**src/hdl/sdf_pkg.sv**
```systemverilog
// Package for the schema digest block: FNV-1a 64-bit constants and shared types.
// Used by the round unit and by the top level.
`default_nettype none

package sdf_pkg;

   localparam int unsigned HashWidth  = 64;
   localparam int unsigned WordWidth  = 32;
   localparam int unsigned ByteWidth  = 8;
   localparam int unsigned CountWidth = 32;

   // The FNV prime is 2^40 + 0x1B3, so the product splits into a shift and a
   // narrow constant multiply.
   localparam int unsigned PrimeShift    = 40;
   localparam int unsigned PrimeLowWidth = 9;
   localparam logic [PrimeLowWidth-1:0] PrimeLow = 9'h1B3;

   localparam logic [HashWidth-1:0] FnvBasis = 64'hCBF2_9CE4_8422_2325;

   localparam int unsigned BytesPerWord = WordWidth / ByteWidth;
   localparam int unsigned ByteCntWidth = $clog2(BytesPerWord);
   localparam logic [ByteCntWidth-1:0] LastByte = ByteCntWidth'(BytesPerWord - 1);

   typedef logic [HashWidth-1:0] hash_type;

   typedef enum logic [2:0] {
      ST_IDLE   = 3'b001,
      ST_ROUND  = 3'b010,
      ST_FINISH = 3'b100
   } state_type;

endpackage

`default_nettype wire

```
**src/hdl/sdf_fnv_round.sv**
```systemverilog
// One FNV-1a round: xor a byte into the hash, then multiply by the prime mod 2^64.
// Depends on sdf_pkg for the prime split and widths.
`default_nettype none

module sdf_fnv_round
   import sdf_pkg::*;
(
   input  wire hash_type               hash_in,
   input  wire logic [ByteWidth-1:0]   byte_in,
   output hash_type                    hash_out
);

   hash_type                                 mixed;
   logic [HashWidth+PrimeLowWidth-1:0]       low_prod;
   hash_type                                 high_part;

   always_comb begin
      mixed     = hash_in ^ {{(HashWidth-ByteWidth){1'b0}}, byte_in};
      low_prod  = {{PrimeLowWidth{1'b0}}, mixed} * {{HashWidth{1'b0}}, PrimeLow};
      high_part = {mixed[HashWidth-PrimeShift-1:0], {PrimeShift{1'b0}}};
      hash_out  = high_part + low_prod[HashWidth-1:0];
   end

endmodule

`default_nettype wire

```
**src/hdl/schema_digest_fnv1a_sum_top.sv**
```systemverilog
// Order-independent FNV-1a 64 digest over a stream of type-record words.
// Each item passes ST_IDLE (accept), ST_ROUND (four rounds of the shared byte unit, one byte
// per cycle, least significant first) and ST_FINISH, which on a record's last word folds the
// hash into the digest, then loads the result register; ST_FINISH waits while an earlier
// result is still stalled. Synchronous active-high reset: hash to the offset basis,
// digest and count to 0. Depends on sdf_pkg and sdf_fnv_round.
`default_nettype none

module schema_digest_fnv1a_sum_top
   import sdf_pkg::*;
(
   input  wire logic                   clock,
   input  wire logic                   reset,
   input  wire logic                   req_valid,
   output logic                        req_stall,
   input  wire logic [WordWidth-1:0]   req_word,
   input  wire logic                   req_last_word,
   output logic                        rsp_valid,
   input  wire logic                   rsp_stall,
   output logic [HashWidth-1:0]        rsp_digest,
   output logic [CountWidth-1:0]       rsp_type_total
);

   state_type                 state_ff, state_in;
   logic [WordWidth-1:0]      word_ff, word_in;
   logic                      last_ff, last_in;
   logic [ByteCntWidth-1:0]   byte_cnt_ff, byte_cnt_in;
   hash_type                  hash_ff, hash_in;
   hash_type                  digest_ff, digest_in;
   logic [CountWidth-1:0]     count_ff, count_in;
   logic                      rsp_valid_ff, rsp_valid_in;
   hash_type                  rsp_digest_ff, rsp_digest_in;
   logic [CountWidth-1:0]     rsp_count_ff, rsp_count_in;

   hash_type                  round_hash;
   logic                      finish_fire;

   sdf_fnv_round u_round (
      .hash_in  (hash_ff),
      .byte_in  (word_ff[ByteWidth-1:0]),
      .hash_out (round_hash)
   );

   assign req_stall      = (state_ff != ST_IDLE);
   assign rsp_valid      = rsp_valid_ff;
   assign rsp_digest     = rsp_digest_ff;
   assign rsp_type_total = rsp_count_ff;

   // The result register may be reloaded once the previous item has been taken.
   assign finish_fire = (state_ff == ST_FINISH) && (!rsp_valid_ff || !rsp_stall);

   always_comb begin
      state_in      = state_ff;
      word_in       = word_ff;
      last_in       = last_ff;
      byte_cnt_in   = byte_cnt_ff;
      hash_in       = hash_ff;
      digest_in     = digest_ff;
      count_in      = count_ff;
      rsp_digest_in = rsp_digest_ff;
      rsp_count_in  = rsp_count_ff;
      rsp_valid_in  = rsp_valid_ff && rsp_stall;

      unique case (state_ff)
         ST_IDLE: begin
            if (req_valid) begin
               word_in     = req_word;
               last_in     = req_last_word;
               byte_cnt_in = '0;
               state_in    = ST_ROUND;
            end
         end
         ST_ROUND: begin
            hash_in     = round_hash;
            word_in     = {{ByteWidth{1'b0}}, word_ff[WordWidth-1:ByteWidth]};
            byte_cnt_in = byte_cnt_ff + 1'b1;
            if (byte_cnt_ff == LastByte) begin
               state_in = ST_FINISH;
            end
         end
         ST_FINISH: begin
            if (finish_fire) begin
               if (last_ff) begin
                  digest_in     = digest_ff + hash_ff;
                  count_in      = count_ff + 1'b1;
                  hash_in       = FnvBasis;
                  rsp_digest_in = digest_ff + hash_ff;
                  rsp_count_in  = count_ff + 1'b1;
               end else begin
                  rsp_digest_in = digest_ff;
                  rsp_count_in  = count_ff;
               end
               rsp_valid_in = 1'b1;
               state_in     = ST_IDLE;
            end
         end
         default: begin
            state_in = ST_IDLE;
         end
      endcase
   end

   always_ff @(posedge clock) begin
      if (reset) begin
         state_ff     <= ST_IDLE;
         byte_cnt_ff  <= '0;
         hash_ff      <= FnvBasis;
         digest_ff    <= '0;
         count_ff     <= '0;
         rsp_valid_ff <= 1'b0;
      end else begin
         state_ff     <= state_in;
         byte_cnt_ff  <= byte_cnt_in;
         hash_ff      <= hash_in;
         digest_ff    <= digest_in;
         count_ff     <= count_in;
         rsp_valid_ff <= rsp_valid_in;
      end
   end

   always_ff @(posedge clock) begin
      word_ff       <= word_in;
      last_ff       <= last_in;
      rsp_digest_ff <= rsp_digest_in;
      rsp_count_ff  <= rsp_count_in;
   end

endmodule

`default_nettype wire

```
**config.mk**
```make
export PLATFORM = sky130hd
export DESIGN_NAME = schema_digest_fnv1a_sum_top
export DESIGN_NICKNAME = d
export VERILOG_FILES = /design/src/hdl/sdf_pkg.sv /design/src/hdl/sdf_fnv_round.sv /design/src/hdl/schema_digest_fnv1a_sum_top.sv
export SDC_FILE = /design/constraint.sdc
export NUM_CORES = 1
export LEC_CHECK = 0
export CORE_ASPECT_RATIO = 1.25
export CORE_UTILIZATION = 65
export CTS_CLUSTER_SIZE = 16
export DETAILED_ROUTE_END_ITERATION = 16
export DONT_BUFFER_PORTS = 1
export PLACE_DENSITY = 0.79
export SLEW_MARGIN = 20
export SYNTH_ARGS = -nofsm -noshare
export SYNTH_HDL_FRONTEND = slang
export SYNTH_SLANG_ARGS = --single-unit
```
**constraint.sdc**
```tcl
create_clock -name clock -period 9.66 [get_ports clock]
set_clock_uncertainty 0.2 [all_clocks]
set_input_delay 0.966 -clock clock [delete_from_list [all_inputs] [get_ports clock]]
set_output_delay 0.966 -clock clock [all_outputs]
set_load 0.01 [all_outputs]
```
==> out/qor.yml, run 1 <==
worst_pin_slew_ns: 0.876
antenna_cells: 0
finalHoldViolations: 0
grt_pass1_wl_um: 117000
synth_edf_count: 129
globalplace.congestion: 1.05
arrival_ns: 6.98
outcome: "completed"
initial_utilization: 0.661
rsz0062_at_grt: "false"
crit_type: "reg -> reg"
final-max-slew-violation-count: 0
post-route-period-util: 0.698
path_max_fanout: 4
dp_hpwl_um: 59200
multi_input_area_um2: 17700
numPortBuffers: 0
seq_area_frac_synth: 0.264
drt_iter0_markers: 1353
hold_ws_ns: 0.223
required_ns: 9.90
synth_area_leaders: "fa_1 16%, edfxtp_1 14%, dfxtp_1 12%"
grt_max_degree: 154
ant_nets: 0
syn-num-nets: 3545
maxSlewHeadroom: 0.414
drive_gt1_frac: 0.0577
syn-cell-area_um2: 27200
via_per_inst: 5.98
hold_buffers: 0
fmax_mhz: 148
num_rows: 83
ys_types: 88
vias: 21131
grt_overflow: 0
stdcell_count: 3532
cts_tree: "done"
post_drt_wl_per_cell_um: 21.3
final_cell_mix: "467 x inv_1, 322 x nand2_1, 261 x ha_1"
clockBufferDepth: 3
fin_ws_ns: 2.92
cts-root-buf: "clkbuf_16"
seq_area_um2: 7200
drt_pass1_iterations: 6
fillers: 3254
pre_cts_slack_ns: 3.03
setup_viol: 0
synth_top_area_cell: "fa_1"
fin_tns_setup_ns: 0
cp-start-kind: "register"
netlist_instances: 3036
layout.nets: 3464
htree_num_levels: 1
core_um2: 41200
wirelength_um: 75100
synth_warnings: 0
syn_to_final_growth_pct: 4.85
cts_setup_buffers: 0
grt_use_total: 0.357
period_minus_slack_ns: 6.74
cts.repair.resized: 0
die_w_um: 185
drc: 0
grt_antenna_before_repair: 0
dr_wl_met2_um: 37000
ys_ff_latch: 295
clkLatencyLatePin_ns: 0.62
worst_hold_path_type: "in -> reg"
pin_count: 135
wl_met1_um: 28600
synth_top_area_frac: 0.155
met3_length_um: 4470
clkTransAtPathRegs_ns: 0.07
final_common_cell: "inv_1"
endpoint_kind: "register"
drv_cap: 0
cts_buffers: 31
synthFlopType: "dfxtp_1"
postSynth.asyncResetShare: 0
dp_cells: 3474
first_global_vias: 21364
synth_area_per_cell_um2: 8.97
r2r_slack_ns: 2.92
dieArea_um2: 42700
fp.dieH_um: 231
cts_sinks: 295
routed.top_layer: "met4"
-- layer usage --
metal | vias to the layer above | track usage
met1 | 10218 | 0.413
met3 | 214 | 0.0524
met4 | 0 | 0.214
li1 | 9957 | -
met2 | 742 | 0.621
met5 | - | 0
-- synth_stat cells (7+ instances only) --
master	n
nand4_1	44
a31oi_1	14
and2_1	18
a21oi_1	223
o31ai_1	8
clkbuf_1	101
nand3_1	38
edfxtp_1	129
and3_1	24
a211oi_1	11
inv_1	468
o21a_1	11
o21bai_1	21
nand2_1	323
fa_1	211
xnor2_1	137
a21boi_0	7
o211ai_1	8
ha_1	261
o22ai_1	16
o21ai_1	7
a21o_1	97
dfxtp_1	166
nor2b_1	13
nand2b_1	38
mux2_2	61
buf_1	7
nor2_1	174
a22oi_1	24
buf_2	8
o21ai_0	93
or3_1	14
nor3_1	27
xor2_1	112
-- through the flow --
stage	cell area (µm²)	util
after CTS	28600	0.693
after global routing	28600	0.693
after floorplan	27200	-
after detailed placement	27500	0.666
final	28600	0.693
after global placement	27500	0.666
-- worst max-delay path, cell delays in order, from the launching register on --
cell       delay, ns
edfxtp_1        0.38
xnor2_1         0.50
inv_1           0.18
ha_1            0.36
xor2_1          0.18
ha_1            0.20
or2_2           0.32
fa_1            0.53
fa_1            0.42
ha_1            0.29
ha_1            0.33
o211ai_1        0.11
a21oi_2         0.16
o2111ai_1       0.14
nand3_1         0.18
a41oi_1         0.29
o41ai_2         0.66
a31oi_1         0.27
a211oi_2        0.47
a221oi_2        0.12
xnor2_1         0.18
a22oi_1         0.09
-- state kept, by name, indices dropped and copies added, names as in the netlist --
| register | count |
|---|---|
| hash_ff | 64 |
| count_ff | 32 |
| rsp_type_total | 32 |
| rsp_digest | 64 |
| last_ff | 1 |
| byte_cnt_ff | 2 |
| word_ff | 32 |
| state_ff | 3 |
| rsp_valid | 1 |
| digest_ff | 64 |
-- layout make-up --
class,count,share of cell area
Multi-Input combinational cell,2146,0.621
Sequential cell,295,0.252
Inverter,468,0.0617
Clock buffer,41,0.0321
Tap cell,552,0.0242
Clock inverter,17,0.00583
Timing Repair Buffer,13,0.00342
-- worst paths after layout --
path              endpoint  depth (start not counted)          start
max reg2reg    hash_ff[63]                         21     word_ff[2]
max            hash_ff[63]                         21     word_ff[2]
min reg2reg  digest_ff[36]                          2  digest_ff[36]
min          digest_ff[62]                          1          reset
-- cells by family (layout without fill, tap and decap cells) --
family | count (synthesis) | count (layout) | share of synthesized area
flip-flops | 295 | 295 | 0.264
buffers and inverters | 595 | 539 | 0.0852
AND/OR/NAND/NOR | 760 | 760 | 0.128
XOR/XNOR | 249 | 249 | 0.0801
multiplexers | 63 | 63 | 0.0260
AO/OA/AOI/OAI | 602 | 602 | 0.141
adder cells (fa/ha/maj) | 472 | 472 | 0.275
Power of run 1 is left out: the tool's default activity adds up to more than one toggle a clock period on the data nets, which glitch-free logic cannot reach.
==> run 2, diff against run 1 <==
ABC_AREA = 1   (was unset)
CORE_UTILIZATION = 60   (was 65)
PLACE_DENSITY = 0.77   (was 0.79)
clock period = 5.61 ns   (was 9.66 ns; I/O delays follow)
==> out/qor.yml, run 2 <==
synthFlopType: "dfxtp_1"  # unchanged
endpoint_kind: "register"  # unchanged
final_cell_mix: "1198 x nand2_1, 1063 x inv_1, 259 x ha_1"  # was 467 x inv_1, 322 x nand2_1, 261 x ha_1
vias: 28377  # was 21131
num_rows: 92  # was 83
postSynth.asyncResetShare: 0  # unchanged
clkLatencyLatePin_ns: 0.57  # was 0.62 ns
cp-start-kind: "register"  # unchanged
die_w_um: 205  # was 185 µm
antenna_cells: 0  # unchanged
synth_area_per_cell_um2: 6.96  # was 8.97 µm²
synth_area_leaders: "nand2_1 15%, fa_1 14%, inv_1 13%"  # was fa_1 16%, edfxtp_1 14%, dfxtp_1 12%
fmax_mhz: 185  # was 148 MHz
crit_type: "reg -> reg"  # unchanged
worst_pin_slew_ns: 0.956  # was 0.876 ns
dp_cells: 5049  # was 3474
stdcell_count: 5142  # was 3532
outcome: "completed"  # unchanged
pin_count: 135  # unchanged
grt_max_degree: 139  # was 154
grt_overflow: 0  # unchanged
ys_types: 47  # was 88
reg2reg_depth: 19  # was 21
finalHoldViolations: 0  # unchanged
syn-cell-area_um2: 30800  # was 27200 µm²
clkTransAtPathRegs_ns: 0.06  # was 0.07 ns
maxSlewHeadroom: 0.363  # was 0.414
synth_top_area_cell: "nand2_1"  # was fa_1
r2r-end: "hash_ff[36]"  # was hash_ff[63]
globalplace.congestion: 1.07  # was 1.05
via_per_inst: 5.52  # was 5.98
arrival_ns: 5.69  # was 6.98 ns
seq_area_frac_synth: 0.234  # was 0.264
drt_iter0_markers: 2440  # was 1353
synthTopCellsByCount: "1199 x nand2_1, 1066 x inv_1, 261 x ha_1"  # was 468 x inv_1, 323 x nand2_1, 261 x ha_1
initial_utilization: 0.609  # was 0.661
final-max-slew-violation-count: 0  # unchanged
wirelength_um: 98900  # was 75100 µm
dp_hpwl_um: 80100  # was 59200 µm
required_ns: 5.89  # was 9.90 ns
period_minus_slack_ns: 5.41  # was 6.74 ns
fillers: 4581  # was 3254
core_um2: 50500  # was 41200 µm²
cts_buffers: 34  # was 31
syn_to_final_growth_pct: 7.90  # was 4.85%
regToRegStartpoint: "hash_ff[12]"  # was word_ff[2]
synth_warnings: 0  # unchanged
drive_gt1_frac: 0.0361  # was 0.0577
min_from: "req_word[12]"  # was reset
clockBufferDepth: 3  # unchanged
min_to: "word_ff[12]"  # was digest_ff[62]
htree_num_levels: 2  # was 1
grt_use_total: 0.386  # was 0.357
final_common_cell: "nand2_1"  # was inv_1
drv_cap: 0  # unchanged
drt_pass1_iterations: 6  # unchanged
netlist_instances: 4425  # was 3036
synth_top_area_frac: 0.146  # was 0.155
grt_antenna_before_repair: 0  # unchanged
synth.most_common_cell: "nand2_1"  # was inv_1
post-route-period-util: 0.965  # was 0.698
layout.nets: 4969  # was 3464
dieArea_um2: 52200  # was 42700 µm²
cts_sinks: 295  # unchanged
seq_area_um2: 7200  # about the same
post_drt_wl_per_cell_um: 19.2  # was 21.3 µm
cts-root-buf: "clkbuf_16"  # unchanged
setup_viol: 0  # unchanged
min_path_cells: 2  # was 1
fin_tns_setup_ns: 0  # unchanged
synth_edf_count: 129  # unchanged
cts_tree: "done"  # unchanged
fp.dieH_um: 255  # was 231 µm
drc: 0  # unchanged
r2r_slack_ns: 0.20  # was 2.92 ns
first_global_vias: 28031  # was 21364
ys_ff_latch: 295  # unchanged
path_max_fanout: 5  # was 4
worst_hold_path_type: "in -> reg"  # unchanged
ant_nets: 0  # unchanged
multi_input_area_um2: 19400  # was 17700 µm²
numPortBuffers: 0  # unchanged
syn-num-nets: 4934  # was 3545
grt_pass1_wl_um: 153000  # was 117000 µm
## run 2: how the worst max path moves through the flow
stage / startpoint / slack (ns) / end / depth (start not counted)
2_1_floorplan: word_ff[7] / 0.96 / hash_ff[42] / 24
3_3_place_gp: word_ff[7] / -0.41 / hash_ff[63] / 23
3_5_place_dp: word_ff[7] / -0.44 / hash_ff[63] / 23
4_1_cts: hash_ff[2] / 0.02 / hash_ff[61] / 21
5_1_grt: word_ff[7] / -0.04 / hash_ff[59] / 24
6_report: hash_ff[12] / 0.20 / hash_ff[36] / 19
## run 2: repair_timing
action | 4_1_cts | 5_1_grt
pin swaps | 1 | 1
endpoints found under the setup margin | 47 | 42
gates resized for setup | 4 | 23
endpoints found under the hold margin | 120 | 0
buffers inserted | 1 | 1
hold buffers | 31 | 0
## run 2: cell type report
| class | instances | share of cell area |
|---|---|---|
| multi-input combinational | 2984 | 0.584 |
| sequential | 295 | 0.217 |
| inverter | 1071 | 0.121 |
| clock buffer | 43 | 0.0269 |
| tap | 658 | 0.0248 |
| timing repair buffer | 74 | 0.0200 |
| clock inverter | 17 | 0.00678 |
## run 2: kinds of logic (layout without fill, tap and decap cells)
| kind of cell | count (synthesis) | after routing | share of synthesized area |
|---|---|---|---|
| adder cells (fa/ha/maj) | 472 | 472 | 0.243 |
| buffers and inverters | 1146 | 1205 | 0.141 |
| AND/OR/NAND/NOR | 1821 | 1821 | 0.245 |
| flip-flops | 295 | 295 | 0.234 |
| AO/OA/AOI/OAI | 560 | 560 | 0.100 |
| XOR/XNOR | 131 | 131 | 0.0373 |
## run 2: layer usage
layer	up-vias	wire length [µm]	share of wire	GRT usage
li1	13752	-	-	-
met2	1097	45800	0.46	0.641
met4	2	6400	0.065	0.227
met3	278	7350	0.074	0.0681
met5	-	109	0.0011	0.0150
met1	13248	39300	0.40	0.468
## run 2: worst max-delay path, cell delays in order (launching register included)
cell     delay [ns]
dfxtp_1        0.59
ha_1           0.42
inv_1          0.11
fa_1           0.54
inv_1          0.05
fa_1           0.48
inv_1          0.05
fa_1           0.49
inv_1          0.05
ha_1           0.27
ha_1           0.37
a21oi_1        0.27
o21ai_0        0.19
a21oi_1        0.28
nand3_1        0.26
nand2_1        0.14
nand3_1        0.08
nand2_1        0.06
nand3_1        0.20
a21oi_1        0.20
## run 2: per-stage QoR
stage | hold slack [ns] | cell area (µm²) | utilization | worst slack (ns)
after global routing | 0.0134 | 33200 | 0.657 | -0.0381
after floorplan | 0.233 | 30800 | - | 0.962
final | 0.0225 | 33200 | 0.657 | 0.195
after CTS | 0.00325 | 33100 | 0.655 | 0.0158
after detailed placement | 0.261 | 31600 | 0.626 | -0.445
after global placement | 0.258 | 31600 | 0.626 | -0.415
Power of run 2 is left out for the same reason.
